**config.mk**
```make
export PLATFORM = sky130hd
export DESIGN_NAME = c_string_highlight_marker
export DESIGN_NICKNAME = d
export VERILOG_FILES = /design/src/cshm_pkg.sv /design/src/c_string_highlight_marker.sv /design/src/cshm_front.sv /design/src/cshm_queue.sv /design/src/cshm_back.sv
export VERILOG_INCLUDE_DIRS = /design/src /design/src/src
export SDC_FILE = /design/constraint.sdc
export NUM_CORES = 1
export LEC_CHECK = 0
export BUFFER_PORTS_ARGS = -buffer_cell sky130_fd_sc_hd__buf_2
export CORE_MARGIN = 4
export CORE_UTILIZATION = 65
export CTS_CLUSTER_DIAMETER = 150
export DETAILED_ROUTE_END_ITERATION = 6
export GPL_ROUTABILITY_DRIVEN = 0
export PLACE_DENSITY = 0.89
export SYNTH_ARGS = -nofsm -noshare
export SYNTH_HDL_FRONTEND = slang
export SYNTH_HIERARCHICAL = 1
export SYNTH_SLANG_ARGS = --single-unit
```
**constraint.sdc**
```tcl
create_clock -name aclk -period 6.5 [get_ports aclk]
set_clock_uncertainty 0.2 [all_clocks]
set_input_delay 0.65 -clock aclk [delete_from_list [all_inputs] [get_ports aclk]]
set_output_delay 0.65 -clock aclk [all_outputs]
set_load 0.01 [all_outputs]
```
**src/c_string_highlight_marker_macros.svh**
```systemverilog
// Assertion macros shared by the string highlight marker modules.
`ifndef C_STRING_HIGHLIGHT_MARKER_MACROS_SVH
`define C_STRING_HIGHLIGHT_MARKER_MACROS_SVH

`ifndef NO_ASSERTIONS

// Checked on every rising edge while reset is released.
`define CSHM_ASSERT(lbl, clk, rst_n, prop) \
    lbl: assert property (@(posedge clk) disable iff (!rst_n) prop) \
        else $error("cshm assertion failed");

// Checked on every rising edge, reset included.
`define CSHM_ASSERT_ALWAYS(lbl, clk, prop) \
    lbl: assert property (@(posedge clk) prop) \
        else $error("cshm assertion failed");

`else

`define CSHM_ASSERT(lbl, clk, rst_n, prop)
`define CSHM_ASSERT_ALWAYS(lbl, clk, prop)

`endif

`endif

```
**src/cshm_pkg.sv**
```systemverilog
// Types, character codes and escape sequence tables of the string highlight marker.
`timescale 1ns / 1ps
`default_nettype none

package cshm_pkg;

    // Character codes used by the classifier and the sequencer.
    localparam logic [7:0] CH_TAB      = 8'h09;
    localparam logic [7:0] CH_ESC      = 8'h1B;
    localparam logic [7:0] CH_SPACE    = 8'h20;
    localparam logic [7:0] CH_QUOTE    = 8'h22;
    localparam logic [7:0] CH_STAR     = 8'h2A;
    localparam logic [7:0] CH_SLASH    = 8'h2F;
    localparam logic [7:0] CH_ZERO     = 8'h30;
    localparam logic [7:0] CH_ONE      = 8'h31;
    localparam logic [7:0] CH_NINE     = 8'h39;
    localparam logic [7:0] CH_LBRACKET = 8'h5B;
    localparam logic [7:0] CH_BSLASH   = 8'h5C;
    localparam logic [7:0] CH_LOWER_M  = 8'h6D;

    // Escape sequence lengths and the width of the position counter.
    localparam int RED_LEN   = 5;
    localparam int RESET_LEN = 4;
    localparam int IDX_W     = 3;

    typedef logic [IDX_W-1:0] seq_idx_t;

    // What a string quote does to the output.
    typedef enum logic [1:0] {
        Q_NONE,
        Q_OPEN,
        Q_CLOSE
    } quote_kind_t;

    // One classified input byte, as the front end hands it to the back end.
    typedef struct packed {
        logic [7:0]  text_byte;
        quote_kind_t quote;
        logic        tail_reset;
    } cmd_t;

    // Output sequencer phases.
    typedef enum logic [1:0] {
        PH_RED,
        PH_BYTE,
        PH_CLOSE,
        PH_TAIL
    } phase_t;

    // ESC [ 9 1 m
    function automatic logic [7:0] red_seq_byte(input seq_idx_t idx);
        logic [7:0] b;
        case (idx)
            3'd0:    b = CH_ESC;
            3'd1:    b = CH_LBRACKET;
            3'd2:    b = CH_NINE;
            3'd3:    b = CH_ONE;
            default: b = CH_LOWER_M;
        endcase
        return b;
    endfunction

    // ESC [ 0 m
    function automatic logic [7:0] reset_seq_byte(input seq_idx_t idx);
        logic [7:0] b;
        case (idx)
            3'd0:    b = CH_ESC;
            3'd1:    b = CH_LBRACKET;
            3'd2:    b = CH_ZERO;
            default: b = CH_LOWER_M;
        endcase
        return b;
    endfunction

endpackage

`default_nettype wire

```
**src/c_string_highlight_marker.sv**
```systemverilog
// Top level of the C string highlight marker: front end, command queue and back end.
`timescale 1ns / 1ps
`default_nettype none

// Highlights double-quoted strings in a stream of C source text. Each transaction on
// the s_ side carries one text byte and a flag on the last byte of a line; every byte
// comes out unchanged on the m_ side, with ESC[91m inserted before an opening quote and
// ESC[0m after a closing one, plus ESC[0m after each line that is not a whole-line
// comment. One input transaction yields between one and ten output transactions, and
// m_last_of_run marks the last of them. The block accepts one byte per cycle as long
// as every byte yields one output byte and m_ready stays high. A byte that brings
// escape bytes holds the back-end sequencer for all of its output bytes (up to ten),
// which it emits one per cycle while m_ready is high; meanwhile the front end keeps
// accepting bytes until the command queue of QUEUE_DEPTH entries fills. The accepting
// edge writes a transaction into the queue, and the back end loads it from there at an
// edge where it is idle or done with the last output byte of the previous one. Reset is
// synchronous and active low, and the block is ready right after it.
module c_string_highlight_marker #(
    parameter int QUEUE_DEPTH = 4
) (
    input  wire logic       aclk,
    input  wire logic       aresetn,
    input  wire logic       s_valid,
    output logic            s_ready,
    input  wire logic [7:0] s_text_byte,
    input  wire logic       s_line_end,
    output logic            m_valid,
    input  wire logic       m_ready,
    output logic [7:0]      m_out_byte,
    output logic            m_last_of_run
);

    // Classified bytes travel from the front end to the back end through the queue.
    cshm_pkg::cmd_t front_cmd;
    cshm_pkg::cmd_t queue_cmd;
    logic           front_push;
    logic           queue_full;
    logic           queue_pop;
    logic           queue_not_empty;

    // The front end tracks comment and string state and decides what to insert.
    cshm_front u_front (
        .aclk        (aclk),
        .aresetn     (aresetn),
        .s_valid     (s_valid),
        .s_ready     (s_ready),
        .s_text_byte (s_text_byte),
        .s_line_end  (s_line_end),
        .q_push      (front_push),
        .q_cmd       (front_cmd),
        .q_full      (queue_full)
    );

    // The queue lets the front end run ahead while escape bytes drain.
    cshm_queue #(
        .DEPTH (QUEUE_DEPTH)
    ) u_queue (
        .aclk      (aclk),
        .aresetn   (aresetn),
        .push      (front_push),
        .push_data (front_cmd),
        .full      (queue_full),
        .pop       (queue_pop),
        .pop_data  (queue_cmd),
        .not_empty (queue_not_empty)
    );

    // The back end holds the current output byte in registers and steps through it.
    cshm_back u_back (
        .aclk          (aclk),
        .aresetn       (aresetn),
        .q_valid       (queue_not_empty),
        .q_cmd         (queue_cmd),
        .q_pop         (queue_pop),
        .m_valid       (m_valid),
        .m_ready       (m_ready),
        .m_out_byte    (m_out_byte),
        .m_last_of_run (m_last_of_run)
    );

endmodule

`default_nettype wire

```
**src/cshm_front.sv**
```systemverilog
// Front end: accepts text bytes, tracks comment and string state, classifies each byte.
`timescale 1ns / 1ps
`default_nettype none
`include "c_string_highlight_marker_macros.svh"

module cshm_front (
    input  wire logic           aclk,
    input  wire logic           aresetn,
    input  wire logic           s_valid,
    output logic                s_ready,
    input  wire logic [7:0]     s_text_byte,
    input  wire logic           s_line_end,
    output logic                q_push,
    output cshm_pkg::cmd_t      q_cmd,
    input  wire logic           q_full
);

    logic       in_block_comment_reg, in_block_comment_next;
    logic       in_string_literal_reg, in_string_literal_next;
    logic       in_line_comment_reg, in_line_comment_next;
    logic       whole_line_comment_reg, whole_line_comment_next;
    logic       blank_prefix_reg, blank_prefix_next;
    logic [7:0] previous_byte_reg, previous_byte_next;
    logic       pair_opener_pending_reg, pair_opener_pending_next;

    logic                  blank;
    logic                  accept;
    cshm_pkg::quote_kind_t quote;
    logic                  tail_reset;

    assign s_ready = !q_full;
    assign accept  = s_valid && s_ready;
    assign q_push  = accept;

    always_comb begin
        blank = (s_text_byte == cshm_pkg::CH_SPACE) || (s_text_byte == cshm_pkg::CH_TAB);
        in_block_comment_next    = in_block_comment_reg;
        in_string_literal_next   = in_string_literal_reg;
        in_line_comment_next     = in_line_comment_reg;
        whole_line_comment_next  = whole_line_comment_reg;
        blank_prefix_next        = blank_prefix_reg;
        previous_byte_next       = s_text_byte;
        pair_opener_pending_next = pair_opener_pending_reg;
        quote                    = cshm_pkg::Q_NONE;

        // Leading blanks followed by two slashes make the whole line a comment.
        if (!whole_line_comment_reg && blank_prefix_reg) begin
            if (previous_byte_reg == cshm_pkg::CH_SLASH) begin
                if (s_text_byte == cshm_pkg::CH_SLASH) begin
                    whole_line_comment_next = 1'b1;
                end
                blank_prefix_next = 1'b0;
            end else if (!blank && s_text_byte != cshm_pkg::CH_SLASH) begin
                blank_prefix_next = 1'b0;
            end
        end

        if (!(whole_line_comment_next || in_line_comment_reg)) begin
            if (in_block_comment_reg) begin
                if (pair_opener_pending_reg && s_text_byte == cshm_pkg::CH_SLASH) begin
                    in_block_comment_next    = 1'b0;
                    pair_opener_pending_next = 1'b0;
                end else begin
                    pair_opener_pending_next = (s_text_byte == cshm_pkg::CH_STAR);
                end
            end else if (pair_opener_pending_reg && s_text_byte == cshm_pkg::CH_STAR) begin
                in_block_comment_next    = 1'b1;
                pair_opener_pending_next = 1'b0;
            end else if (pair_opener_pending_reg && s_text_byte == cshm_pkg::CH_SLASH) begin
                in_line_comment_next     = 1'b1;
                pair_opener_pending_next = 1'b0;
            end else if (s_text_byte == cshm_pkg::CH_QUOTE &&
                         previous_byte_reg != cshm_pkg::CH_BSLASH) begin
                if (!in_string_literal_reg) begin
                    quote                  = cshm_pkg::Q_OPEN;
                    in_string_literal_next = 1'b1;
                end else begin
                    quote                  = cshm_pkg::Q_CLOSE;
                    in_string_literal_next = 1'b0;
                end
                pair_opener_pending_next = 1'b0;
            end else begin
                pair_opener_pending_next = (s_text_byte == cshm_pkg::CH_SLASH);
            end
        end

        tail_reset = s_line_end && !whole_line_comment_next;

        // Per-line state starts over after the last byte of a line.
        if (s_line_end) begin
            in_string_literal_next   = 1'b0;
            in_line_comment_next     = 1'b0;
            whole_line_comment_next  = 1'b0;
            blank_prefix_next        = 1'b1;
            previous_byte_next       = 8'h00;
            pair_opener_pending_next = 1'b0;
        end

        q_cmd.text_byte  = s_text_byte;
        q_cmd.quote      = quote;
        q_cmd.tail_reset = tail_reset;
    end

    always_ff @(posedge aclk) begin
        if (!aresetn) begin
            in_block_comment_reg    <= 1'b0;
            in_string_literal_reg   <= 1'b0;
            in_line_comment_reg     <= 1'b0;
            whole_line_comment_reg  <= 1'b0;
            blank_prefix_reg        <= 1'b1;
            previous_byte_reg       <= 8'h00;
            pair_opener_pending_reg <= 1'b0;
        end else if (accept) begin
            in_block_comment_reg    <= in_block_comment_next;
            in_string_literal_reg   <= in_string_literal_next;
            in_line_comment_reg     <= in_line_comment_next;
            whole_line_comment_reg  <= whole_line_comment_next;
            blank_prefix_reg        <= blank_prefix_next;
            previous_byte_reg       <= previous_byte_next;
            pair_opener_pending_reg <= pair_opener_pending_next;
        end
    end

    // A whole comment line has by definition left its blank prefix.
    `CSHM_ASSERT(a_wlc_ends_prefix, aclk, aresetn, whole_line_comment_reg |-> !blank_prefix_reg)

endmodule

`default_nettype wire

```
**src/cshm_queue.sv**
```systemverilog
// Short command queue between the front end and the back end.
`timescale 1ns / 1ps
`default_nettype none
`include "c_string_highlight_marker_macros.svh"

module cshm_queue #(
    parameter int DEPTH = 4
) (
    input  wire logic           aclk,
    input  wire logic           aresetn,
    input  wire logic           push,
    input  wire cshm_pkg::cmd_t push_data,
    output logic                full,
    input  wire logic           pop,
    output cshm_pkg::cmd_t      pop_data,
    output logic                not_empty
);

    localparam int PTR_W = (DEPTH > 1) ? $clog2(DEPTH) : 1;
    localparam int CNT_W = $clog2(DEPTH + 1);

    cshm_pkg::cmd_t   mem_reg [DEPTH];
    logic [PTR_W-1:0] wr_ptr_reg, wr_ptr_next;
    logic [PTR_W-1:0] rd_ptr_reg, rd_ptr_next;
    logic [CNT_W-1:0] count_reg, count_next;
    logic             do_push, do_pop;

    assign full      = (count_reg == CNT_W'(DEPTH));
    assign not_empty = (count_reg != '0);
    assign do_push   = push && !full;
    assign do_pop    = pop && not_empty;
    assign pop_data  = mem_reg[rd_ptr_reg];

    always_comb begin
        wr_ptr_next = wr_ptr_reg;
        rd_ptr_next = rd_ptr_reg;
        count_next  = count_reg;
        if (do_push) begin
            wr_ptr_next = (wr_ptr_reg == PTR_W'(DEPTH - 1)) ? '0 : wr_ptr_reg + 1'b1;
        end
        if (do_pop) begin
            rd_ptr_next = (rd_ptr_reg == PTR_W'(DEPTH - 1)) ? '0 : rd_ptr_reg + 1'b1;
        end
        if (do_push && !do_pop) begin
            count_next = count_reg + 1'b1;
        end else if (do_pop && !do_push) begin
            count_next = count_reg - 1'b1;
        end
    end

    always_ff @(posedge aclk) begin
        if (!aresetn) begin
            wr_ptr_reg <= '0;
            rd_ptr_reg <= '0;
            count_reg  <= '0;
        end else begin
            wr_ptr_reg <= wr_ptr_next;
            rd_ptr_reg <= rd_ptr_next;
            count_reg  <= count_next;
        end
    end

    always_ff @(posedge aclk) begin
        if (do_push) begin
            mem_reg[wr_ptr_reg] <= push_data;
        end
    end

    // The fill level never passes the depth, and an empty queue has aligned pointers.
    `CSHM_ASSERT(a_count_in_range, aclk, aresetn, count_reg <= CNT_W'(DEPTH))
    `CSHM_ASSERT(a_empty_aligned, aclk, aresetn, (count_reg == '0) |-> (wr_ptr_reg == rd_ptr_reg))

endmodule

`default_nettype wire

```
**src/cshm_back.sv**
```systemverilog
// Back end: expands each classified byte into output bytes, one per ready cycle.
`timescale 1ns / 1ps
`default_nettype none
`include "c_string_highlight_marker_macros.svh"

module cshm_back (
    input  wire logic           aclk,
    input  wire logic           aresetn,
    input  wire logic           q_valid,
    input  wire cshm_pkg::cmd_t q_cmd,
    output logic                q_pop,
    output logic                m_valid,
    input  wire logic           m_ready,
    output logic [7:0]          m_out_byte,
    output logic                m_last_of_run
);

    logic                busy_reg, busy_next;
    cshm_pkg::phase_t    phase_reg, phase_next;
    cshm_pkg::seq_idx_t  idx_reg, idx_next;
    cshm_pkg::cmd_t      cmd_reg, cmd_next;

    logic fire;
    logic last;
    logic load;

    assign m_valid       = busy_reg;
    assign fire          = busy_reg && m_ready;
    assign m_last_of_run = last;

    always_comb begin
        // Output byte and end-of-run flag for the current position.
        unique case (phase_reg)
            cshm_pkg::PH_RED: begin
                m_out_byte = cshm_pkg::red_seq_byte(idx_reg);
                last       = 1'b0;
            end
            cshm_pkg::PH_BYTE: begin
                m_out_byte = cmd_reg.text_byte;
                last       = (cmd_reg.quote != cshm_pkg::Q_CLOSE) && !cmd_reg.tail_reset;
            end
            cshm_pkg::PH_CLOSE: begin
                m_out_byte = cshm_pkg::reset_seq_byte(idx_reg);
                last       = (idx_reg == cshm_pkg::IDX_W'(cshm_pkg::RESET_LEN - 1))
                             && !cmd_reg.tail_reset;
            end
            default: begin
                m_out_byte = cshm_pkg::reset_seq_byte(idx_reg);
                last       = (idx_reg == cshm_pkg::IDX_W'(cshm_pkg::RESET_LEN - 1));
            end
        endcase

        load       = q_valid && (!busy_reg || (fire && last));
        q_pop      = load;
        busy_next  = busy_reg;
        phase_next = phase_reg;
        idx_next   = idx_reg;
        cmd_next   = cmd_reg;

        if (load) begin
            busy_next  = 1'b1;
            cmd_next   = q_cmd;
            idx_next   = '0;
            phase_next = (q_cmd.quote == cshm_pkg::Q_OPEN) ? cshm_pkg::PH_RED
                                                            : cshm_pkg::PH_BYTE;
        end else if (fire && last) begin
            busy_next = 1'b0;
        end else if (fire) begin
            unique case (phase_reg)
                cshm_pkg::PH_RED: begin
                    if (idx_reg == cshm_pkg::IDX_W'(cshm_pkg::RED_LEN - 1)) begin
                        phase_next = cshm_pkg::PH_BYTE;
                        idx_next   = '0;
                    end else begin
                        idx_next = idx_reg + 1'b1;
                    end
                end
                cshm_pkg::PH_BYTE: begin
                    phase_next = (cmd_reg.quote == cshm_pkg::Q_CLOSE) ? cshm_pkg::PH_CLOSE
                                                                       : cshm_pkg::PH_TAIL;
                    idx_next   = '0;
                end
                cshm_pkg::PH_CLOSE: begin
                    if (idx_reg == cshm_pkg::IDX_W'(cshm_pkg::RESET_LEN - 1)) begin
                        phase_next = cshm_pkg::PH_TAIL;
                        idx_next   = '0;
                    end else begin
                        idx_next = idx_reg + 1'b1;
                    end
                end
                default: begin
                    idx_next = idx_reg + 1'b1;
                end
            endcase
        end
    end

    always_ff @(posedge aclk) begin
        if (!aresetn) begin
            busy_reg  <= 1'b0;
            phase_reg <= cshm_pkg::PH_BYTE;
            idx_reg   <= '0;
        end else begin
            busy_reg  <= busy_next;
            phase_reg <= phase_next;
            idx_reg   <= idx_next;
        end
    end

    always_ff @(posedge aclk) begin
        cmd_reg <= cmd_next;
    end

    // Color prefix only for an opening quote, closing reset only for a closing one.
    `CSHM_ASSERT(a_red_only_open, aclk, aresetn, (busy_reg && phase_reg == cshm_pkg::PH_RED) |-> (cmd_reg.quote == cshm_pkg::Q_OPEN))
    `CSHM_ASSERT(a_close_only_close, aclk, aresetn, (busy_reg && phase_reg == cshm_pkg::PH_CLOSE) |-> (cmd_reg.quote == cshm_pkg::Q_CLOSE))

endmodule

`default_nettype wire

```
==> results of run 1 <==
[routing by layer]
| metal | part of all wire [%] | global-route usage [%] |
|---|---|---|
| met1 | 41 | 25.5 |
| met4 | 1.6 | 7.51 |
| met3 | 5.0 | 4.28 |
| met2 | 52 | 36.1 |
| met5 | 0 | 0 |
[per-stage QoR]
stage               cell area (µm²)  worst slack (ps)  std cells  util [%]  hold slack (ps)
global placement               4100              3010        404      68.9              255
detailed placement             4100              2830        404      68.9              268
CTS                            4290              2810        420      72.0              281
floorplan                      4010              3200        323         -              239
finish                         4290              2790        420      72.0              283
global route                   4290              2540        420      72.0              306
[synth_stat cells, drive strengths merged (10+ instances only)]
| library cell | count | area, µm² |
|---|---|---|
| dfxtp | 29 | 581 |
| edfxtp | 55 | 1650 |
| a21oi | 13 | 65.1 |
| buf | 13 | 96.3 |
| mux4 | 11 | 248 |
| nand2 | 39 | 146 |
| o21ai | 10 | 50.0 |
| nor2 | 14 | 52.6 |
| ha | 16 | 200 |
| nor3 | 12 | 71.3 |
| inv | 16 | 60.1 |
[worst max-delay path: cells and delay by family (launching register included)]
kind | cells | cell delay [ps]
AO/OA/AOI/OAI | 4 | 850
XOR/XNOR | 1 | 170
adder cells (fa/ha/maj) | 3 | 990
buffers and inverters | 3 | 450
flip-flops | 1 | 400
AND/OR/NAND/NOR | 2 | 580
[logic make-up (layout without fill, tap and decap cells)]
group / Yosys count / after routing / share of synthesized area (%)
buffers and inverters: 33 / 55 / 4.28
adders and majority gates: 17 / 17 / 5.50
muxes: 16 / 16 / 7.44
and+or+nand+nor: 119 / 119 / 18.1
xor gates and xnor gates: 2 / 2 / 0.437
DFF: 84 / 84 / 55.7
AOI/OAI and AO/OA: 52 / 52 / 8.56
[area by class of cell]
type,count,share of cell area (%)
clock buffers,9,2.89
clock inverters,7,1.37
inverters,16,1.40
multi-input cells,206,37.4
flip-flops and latches,84,52.1
well taps,75,2.19
repair buffers,23,2.69
[worst max-delay path by stage]
| stage | endpoint | slack (ps) | cells after the start |
|---|---|---|---|
| after global placement | u_queue/count_reg[2]$_SDFFE_PN0P_ | 3010 | 13 |
| after global routing | u_queue/count_reg[2]$_SDFFE_PN0P_ | 2540 | 13 |
| after CTS | u_queue/count_reg[2]$_SDFFE_PN0P_ | 2810 | 13 |
| after floorplan | u_queue/count_reg[2]$_SDFFE_PN0P_ | 3200 | 13 |
| after detailed placement | u_queue/count_reg[2]$_SDFFE_PN0P_ | 2830 | 13 |
| final | u_queue/count_reg[2]$_SDFFE_PN0P_ | 2790 | 13 |
[report_power, final]
| group | internal (W) | total [W] | switching (W) |
|---|---|---|---|
| logic | 0.000216 | 0.000471 | 0.000255 |
| clock network | 0.000144 | 0.000335 | 0.000190 |
| registers | 0.000694 | 0.000763 | 0.0000689 |
==> run metrics, run 1 <==
die area roughly 7500 µm²; vias in the first global route 2507; Crit-path slowest cell dfxtp_1; total of max-cap violations 0; DRC viols 0; total power roughly 0.0016 W; post-CTS sizing 0; flop2flop setup slack ~2800 ps; Area Overhead vs Synth 7.00%; Max IR drop VDD around 0.00025 V; flip-flop count of the largest register after layout between 40 and 50; Root Driver clkbuf_8; EDFF count, synth 55; synthesized area about 4000 µm²; Synth cell types between 60 and 70; required time of the critical path 6570 ps; area of the multi-input gates 1600 µm²; run status finished, final reports clean; CTS clk-pin slew, worst paths 90 ps; Hold Fails Final Rpt 0; CTS buffer count 9; initial drt markers 147; CP peak stage delay roughly 400 ps; Die Height between 80 and 90 µm; flops & latches, synth 84; Seq/Total Area, Yosys about 56%; Slew Limit Fails 0; CP arrival approximately 3800 ps; Slew Limit Headroom 50.6%; Post-Syn Area per Cell about 12 µm²; fmax between 0.2 and 0.3 GHz; TritonCTS clock tree built; Final nets between 300 and 400; cts hold-fix bufs 0; post-route antenna net violation count 0; Worst setup SP type flip-flop; commonest non-fill, non-tap cell in the layout edfxtp_1; crit-path cells inv_1 -> ha_1 -> nor3b_2 -> o21a_1 -> a22oi_1 -> inv_1 -> o31ai_1 -> ha_1 -> inv_1 -> fa_1 -> xor2_1 -> or3_2 -> a21boi_0; Port Buffers 23; worst hold start u_front/previous_byte_reg[3]$_SDFFE_PN0P_; Clock Sink Count 84; crit path time final approximately 3700 ps; Finish-stage setup viols 0; total routed wirelength 7050 µm; clock network latency to the later pin of the worst-skew pair approximately 350 ps; vias 2523; hold path depth 2; Filler cells between 400 and 500; asr flop ratio synth 0%; ys flop type edfxtp_1; RSZ-0062 raised after global routing false; path type of the worst setup path reg2reg; total global-route track usage about a fifth; LEAKAGE 1.54 nW; WHS Endpoint u_front/previous_byte_reg[3]$_SDFFE_PN0P_; actual slew at the worst max-slew pin 740 ps; worst hold path type reg2reg; CTS H-tree depth 3; Rows 28; ant diodes 0; Reg area roughly 2200 µm²; via/cell ratio approximately 6; Clock Path Buffers 2; layout cells sized above 1 18.6%; setup TNS 0 ps; CP Capture Type flip-flop; Final period util a little under three fifths; CP dominant cell by count inv_1; Core ar. 5960 µm²; routed len/inst approximately 17 µm; Overflow after GRT 0; first-pass GRT wire length between 10000 and 15000 µm; CP Max Fanout 12; Starting Density roughly two thirds; Yosys warnings 6; Worst Setup SP u_back/phase_reg[1]$_SDFFE_PN0P_; most frequent cells in the layout edfxtp_1 (55), nand2_1 (39), dfxtp_1 (29), buf_2 (23), ha_1 (16); Die Wd approximately 86 µm; Reg2Reg Capture Point u_queue/count_reg[2]$_SDFFE_PN0P_; PwrDens 366 nW/µm²; Setup Buffers After CTS 0; R2R cell count 13; Synth Instances roughly 320; I/O Pins 24; largest net degree at the start of global routing 22; worst r2r src u_back/phase_reg[1]$_SDFFE_PN0P_; initial antenna violation count 0; syn nets ~350; Pre-Repair DR Iteration Count 4; DP HPWL ~5100 µm
No activity file was read; power rests on OpenSTA's default activity.
==> run 2, diff against run 1 <==
--- a/config.mk
+++ b/config.mk
@@ -6,13 +6,14 @@
 export SDC_FILE = /design/constraint.sdc
 export NUM_CORES = 1
 export LEC_CHECK = 0
+export ABC_AREA = 1
 export BUFFER_PORTS_ARGS = -buffer_cell sky130_fd_sc_hd__buf_2
 export CORE_MARGIN = 4
-export CORE_UTILIZATION = 65
+export CORE_UTILIZATION = 55
 export CTS_CLUSTER_DIAMETER = 150
 export DETAILED_ROUTE_END_ITERATION = 6
 export GPL_ROUTABILITY_DRIVEN = 0
-export PLACE_DENSITY = 0.89
+export PLACE_DENSITY = 0.81
 export SYNTH_ARGS = -nofsm -noshare
 export SYNTH_HDL_FRONTEND = slang
 export SYNTH_HIERARCHICAL = 1
==> constraint.sdc (replaced) <==
create_clock -name aclk -period 3.1 [get_ports aclk]
set_clock_uncertainty 0.2 [all_clocks]
set_input_delay 0.31 -clock aclk [delete_from_list [all_inputs] [get_ports aclk]]
set_output_delay 0.31 -clock aclk [all_outputs]
set_load 0.01 [all_outputs]
==> run 2 against run 1 <==
- register-to-register slack worse by 2500 ps
- via count up 17%
- cell area rose by 5.0%
- highest routed layer unchanged
==> run metrics, run 2 <==
run status finished, final reports clean; ant diodes 0 (unchanged); vias in the first global route 2749 (+9.7%); Synth Instances 449 (+39%); Crit path buffers/inverters 3 (unchanged); CP dominant cell by count nand2_2; CTS H-tree depth 3 (unchanged); TritonCTS clock tree built; path type of the worst setup path reg2reg; Starting Density 57.0% (-10 points); top cells by area, synth edfxtp_1 (40%), dfxtp_1 (14%), nor2_1 (6.4%), nand2_1 (6.3%), inv_1 (5.1%); crit path time final 2790 ps (-925 ps); flops & latches, synth 84 (unchanged); fmax 0.359 GHz (+33%); Overflow after GRT 0 (unchanged); total power 0.00372 W (+140%); Die Wd 94.9 µm (+9.7%); Yosys top cell by area edfxtp_1; Final nets 501 (+35%); total global-route track usage 17.5% (-3.1 points); Yosys warnings 6 (unchanged); Core ar. 7290 µm² (+22%); Slew Limit Fails 0 (unchanged); initial drt markers 314 (+110%); ys flop type edfxtp_1; Core Util, Final 61.7% (-10 points); Final Instance Area 4500 µm² (+5.0%); Finish-stage setup viols 0 (unchanged); post-CTS sizing 0 (unchanged); power share of the clock group 20.0% (-1.4 points); crit-path leading delay family adder cells; final hold slack 17.3 ps (-265 ps); Crit-path slowest cell dfxtp_1; post-synth top area share 39.8% (-1.5 points); sequential power share 43.8% (-4.8 points); Synth Area in Compound Gates 9.91% (+1.3 points); Post-Syn Area per Cell 9.25 µm² (-25%); worst hold path type in2reg; required time of the critical path 3140 ps (-3430 ps); Filler cells 615 (+50%); Max IR drop VDD 0.000320 V (+28%); first-pass GRT wire length 12100 µm (+1.4%); Die Height 94.9 µm (+9.7%); Clock Sink Count 84 (unchanged); Net Switching 0.00136 W (+170%); syn nets 479 (+36%); mux cell area share after synthesis 0% (-7.4 points); Pre-Repair DR Iteration Count 4 (unchanged); Seq/Total Area, Yosys 53.7% (-2.0 points); placed inst area 4310 µm² (+5.0%); commonest non-fill, non-tap cell in the layout nor2_1; CP Capture Type flip-flop; PwrDens 827 nW/µm² (+130%); initial antenna violation count 0 (unchanged); Slew Limit Headroom 61.3% (+11 points); Rows 31 (+11%); total of max-cap violations 0 (unchanged); actual slew at the worst max-slew pin 575 ps (-165 ps); simple-gate area share of the yosys netlist 21.9% (+3.9 points); LEAKAGE 1.91 nW (+24%); Area Overhead vs Synth 8.31%; CTS buffer count 9 (unchanged); Port Buffers 23 (unchanged); clock network latency to the later pin of the worst-skew pair 340 ps (about the same); vias 2963 (+17%); synthesized area 4150 µm² (+3.7%); CP peak stage delay 420 ps (+20 ps); Hold Fails Final Rpt 0 (unchanged); Worst setup SP type flip-flop; crit-path cells inv_1 -> ha_1 -> nand2_1 -> nor2_1 -> nand3_2 -> nand2_2 -> nand2_2 -> nand2_2 -> nand2_4 -> inv_1 -> nand2_2 -> ha_1 -> inv_1 -> fa_1 -> o21ai_0 -> nor2_1; I/O Pins 24 (unchanged); CP arrival 2820 ps (-960 ps); most frequent cells in the layout nor2_1 (71), nand2_1 (70), inv_1 (56), edfxtp_1 (55), dfxtp_1 (29); die area 9010 µm² (+20%); CP Max Fanout 6 (-6); largest net degree at the start of global routing 24 (+9.1%); Clock Path Buffers 2 (unchanged); total routed wirelength 7130 µm (+1.0%); DP HPWL 5190 µm (+2.5%); largest family of logic cells by synthesized area simple AND/OR/NAND/NOR gates; flip-flop count of the largest register after layout 44 (unchanged); asr flop ratio synth 0% (unchanged); layout cells sized above 1 16.6% (-2.0 points); Comb power frac 36.2% (+6.2 points); post-synthesis adder-cell area fraction 5.30% (-0.20 points); Switching Share 36.7% (+3.9 points); internal power 0.00236 W (+120%); setup TNS 0 ps (unchanged); Setup Buffers After CTS 0 (unchanged); commonest cells in the synthesized netlist nor2_1 (71), nand2_1 (70), inv_1 (56), edfxtp_1 (55), dfxtp_1 (29); via/cell ratio 5.15 (-14%); Root Driver clkbuf_8; EDFF count, synth 55 (unchanged); post-synthesis xor/xnor area fraction 0% (-0.44 points); Synth cell types 31 (-52%); CTS clk-pin slew, worst paths 80 ps (about the same); routed len/inst 12.4 µm (-26%); post-route antenna net violation count 0 (unchanged); DRC viols 0 (unchanged); Final period util 89.9% (+33 points); RSZ-0062 raised after global routing false; cts hold-fix bufs 0 (unchanged); top-count cell post-synth nor2_1
[run 2: cell types whose count changed in the layout (fill, tap and decap cells not counted), sizes merged, moves of 5 or more]
| cell | delta |
|---|---|
| mux2i | -5 |
| a211oi | +7 |
| mux4 | -11 |
| nor2b | -7 |
| o22ai | +10 |
| buf | +7 |
| nand3 | +18 |
| nand2 | +44 |
| nor2 | +61 |
| inv | +46 |
| and2 | -7 |
| o21ai | +24 |
| nor3 | -8 |
[run 2: worst paths after layout]
path	start	to	slack [ps]	depth (start not counted)
setup / recovery	u_back/phase_reg[0]$_SDFFE_PN1P_	u_queue/count_reg[1]$_SDFFE_PN0P_	310	16
hold / removal	s_text_byte[7]	u_queue/mem_reg[0][10]$_DFFE_PP_	20	1
setup reg to reg	u_back/phase_reg[0]$_SDFFE_PN1P_	u_queue/count_reg[1]$_SDFFE_PN0P_	310	16
hold reg to reg	u_front/blank_prefix_reg$_SDFFE_PN1P_	u_front/blank_prefix_reg$_SDFFE_PN1P_	280	2
[run 2: power by group through the flow]
stage	combinational, W	sequential [W]	clock, W
floorplan	0.00106	0.00162	0
CTS	0.00136	0.00163	0.000768
global route	0.00153	0.00165	0.000823
finish	0.00135	0.00163	0.000745
detailed placement	0.00135	0.00166	0
global placement	0.00131	0.00165	0
[run 2: layout make-up]
| cell class | count | area [µm²] | share of cell area [%] |
|---|---|---|---|
| multi-input combinational | 282 | 1540 | 34.3 |
| clock inverter | 5 | 61.3 | 1.36 |
| timing repair buffer | 30 | 168 | 3.73 |
| tap | 99 | 124 | 2.75 |
| clock buffer | 11 | 131 | 2.92 |
| inverter | 64 | 240 | 5.34 |
| sequential | 84 | 2230 | 49.6 |
[run 2: per-layer routing]
layer,global-route usage [%],wire (µm)
met5,0,0
met4,8.17,182
met3,3.98,360
met2,29.9,3510
met1,21.0,3070
[run 2: metrics by stage]
stage          setup slack [ps]  cells
6_report                    315    575
5_1_grt                    67.5    575
4_1_cts                     306    575
3_5_place_dp                316    559
3_3_place_gp                436    559
2_1_floorplan               218    449
[run 2: cell families (layout without fill, tap and decap cells)]
logic type	after synthesis	after routing
buffers and inverters	83	110
adder cells (fa/ha/maj)	17	17
AND/OR/NAND/NOR	194	194
flip-flops	84	84
AO/OA/AOI/OAI	71	71
==> run 3, diff against run 2 <==
--- a/config.mk
+++ b/config.mk
@@ -8,11 +8,11 @@
 export LEC_CHECK = 0
 export ABC_AREA = 1
 export BUFFER_PORTS_ARGS = -buffer_cell sky130_fd_sc_hd__buf_2
+export CORE_ASPECT_RATIO = 0.9
 export CORE_MARGIN = 4
 export CORE_UTILIZATION = 55
 export CTS_CLUSTER_DIAMETER = 150
 export DETAILED_ROUTE_END_ITERATION = 6
-export GPL_ROUTABILITY_DRIVEN = 0
 export PLACE_DENSITY = 0.81
 export SYNTH_ARGS = -nofsm -noshare
 export SYNTH_HDL_FRONTEND = slang
==> run 3 against run 2 <==
- sequential power is essentially flat
- maximum frequency fell by 1.2%
- cell area increased by 0.92%
- largest cell class unchanged
- non-clock buffer count up 2
- count of clock-buffer cells in the layout fell by 1
- worst setup slack worse by 35 ps
- combinational power about the same
- global-route usage about the same
==> run metrics, run 3 (synthesis results as in run 2) <==
Overflow after GRT 0 (unchanged); Slew Limit Fails 0 (unchanged); flip-flop count of the largest register after layout 44 (unchanged); post-route antenna net violation count 0 (unchanged); commonest non-fill, non-tap cell in the layout nor2_1; most frequent cells in the layout nor2_1 (71), nand2_1 (70), inv_1 (56), edfxtp_1 (55), dfxtp_1 (29); total global-route track usage 17.5% (-0.031 points); internal power 0.00244 W (+3.6%); Hold Fails Final Rpt 0 (unchanged); Pre-Repair DR Iteration Count 4 (unchanged); RSZ-0062 raised after global routing false; placed cells 553 (-1.1%); crit-path cells inv_1 -> ha_1 -> nand2_1 -> nor2_1 -> nand3_2 -> nand2_2 -> nand2_2 -> nand2_2 -> nand2_4 -> inv_1 -> nand2_2 -> ha_1 -> inv_1 -> fa_1 -> o21ai_0 -> nor2_1; Starting Density 57.8% (+0.85 points); CP arrival 2870 ps (+50 ps); sequential power share 42.4% (-1.4 points); CTS H-tree depth 3 (unchanged); Clock Path Buffers 2 (unchanged); TritonCTS clock tree built; path type of the worst setup path reg2reg; CTS buffer count 9 (unchanged); CP peak stage delay 410 ps (about the same); Die Height 90.4 µm (-4.7%); Comb power frac 35.4% (-0.8 points); CP Max Fanout 6 (unchanged); initial antenna violation count 0 (unchanged); run status finished, final reports clean; DP HPWL 5310 µm (+2.3%); Net Switching 0.00140 W (+2.7%); ant diodes 0 (unchanged); Switching Share 36.5% (-0.20 points); Filler cells 589 (-4.2%); actual slew at the worst max-slew pin 670 ps (+94.6 ps); die area 9010 µm² (about the same); largest net degree at the start of global routing 24 (unchanged); initial drt markers 185 (-41%); Slew Limit Headroom 54.9% (-6.4 points); Crit-path slowest cell dfxtp_1; Finish-stage setup viols 0 (unchanged); Root Driver clkbuf_8; Final Non-Filler Cells 571 (-0.70%); Final nets 503 (+0.40%); Port Buffers 23 (unchanged); Setup Buffers After CTS 0 (unchanged); vias in the first global route 2829 (+2.9%); via/cell ratio 5.20 (+0.97%); Max IR drop VDD 0.000355 V (+11%); setup TNS 0 ps (unchanged); power share of the clock group 22.2% (+2.2 points); layout cells sized above 1 16.7% (+0.14 points); Core ar. 7180 µm² (-1.5%); total of max-cap violations 0 (unchanged); crit path time final 2820 ps (+35.1 ps); total routed wirelength 7440 µm (+4.4%); post-CTS sizing 0 (unchanged); I/O Pins 24 (unchanged); required time of the critical path 3150 ps (about the same); clock network latency to the later pin of the worst-skew pair 340 ps (about the same); worst hold path type in2reg; Final period util 91.0% (+1.1 points); routed len/inst 13.0 µm (+5.2%); Rows 29 (-6.5%); Clock Sink Count 84 (unchanged); vias 2971 (+0.27%); Placer Congestion 0.866; LEAKAGE 1.93 nW (+0.94%); CTS clk-pin slew, worst paths 90 ps (about the same); DRC viols 0 (unchanged); PwrDens 847 nW/µm² (+2.4%); fmax 0.355 GHz (-1.2%); Area Overhead vs Synth 9.31%; CP Capture Type flip-flop; first-pass GRT wire length 12800 µm (+5.4%); Die Wd 99.6 µm (+5.0%); Worst setup SP type flip-flop; CP dominant cell by count nand2_2
## run 3: power by group through the flow
stage / Sequential, W / Combinational (W) / Clock, W
global placement: 0.00164 / 0.00131 / 0
detailed placement: 0.00165 / 0.00136 / 0
global route: 0.00166 / 0.00156 / 0.000922
floorplan: 0.00162 / 0.00106 / 0
finish: 0.00163 / 0.00136 / 0.000852
CTS: 0.00163 / 0.00137 / 0.000878
## run 3: what timing repair did
action                                  in CTS  in global routing
endpoints found under the setup margin       0                  0
hold buffers                                 2                  0
hold endpoints to repair                     8                  0
## run 3: area by class of cell
class,count,area [µm²],share of cell area [%]
Clock buffer,10,128,2.81
Clock inverter,6,93.8,2.07
Inverter,64,240,5.29
Multi-Input combinational cell,282,1540,34.0
Sequential cell,84,2230,49.2
Tap cell,93,116,2.56
Timing Repair Buffer,32,188,4.13
## run 3: final timing paths
path,slack [ps],to,cells after the start,start
max,280,u_queue/count_reg[1]$_SDFFE_PN0P_,16,u_back/phase_reg[0]$_SDFFE_PN1P_
min,40,u_queue/mem_reg[1][5]$_DFFE_PP_,1,s_text_byte[2]
max reg2reg,280,u_queue/count_reg[1]$_SDFFE_PN0P_,16,u_back/phase_reg[0]$_SDFFE_PN1P_
min reg2reg,290,u_front/previous_byte_reg[1]$_SDFFE_PN0P_,2,u_front/previous_byte_reg[1]$_SDFFE_PN0P_
## run 3: metrics by stage
stage	worst slack, ps	area (µm²)	util [%]	total power [W]	hold WS, ps
final	279	4540	63.2	0.00384	40.0
after global placement	440	4300	59.8	0.00296	267
after floorplan	218	4150	-	0.00268	230
after global routing	84.8	4540	63.2	0.00414	34.0
after detailed placement	312	4300	59.8	0.00301	271
after CTS	295	4540	63.2	0.00387	17.7
## run 3: critical path: cells and delay by family, from the launching register on
family | cells | cell delay [ps]
AO/OA/AOI/OAI | 1 | 160
AND/OR/NAND/NOR | 9 | 770
buffers and inverters | 3 | 260
adder cells (fa/ha/maj) | 3 | 920
flip-flops | 1 | 410
## run 3: routing by layer
layer	global-route usage (%)	wire (µm)	up-vias	share of wire, %
li1	-	-	1530	-
met1	21.9	3360	1372	45
met2	30.2	3670	63	49
met3	3.86	346	6	4.6
met4	5.12	70	0	0.94
met5	0	0	-	0
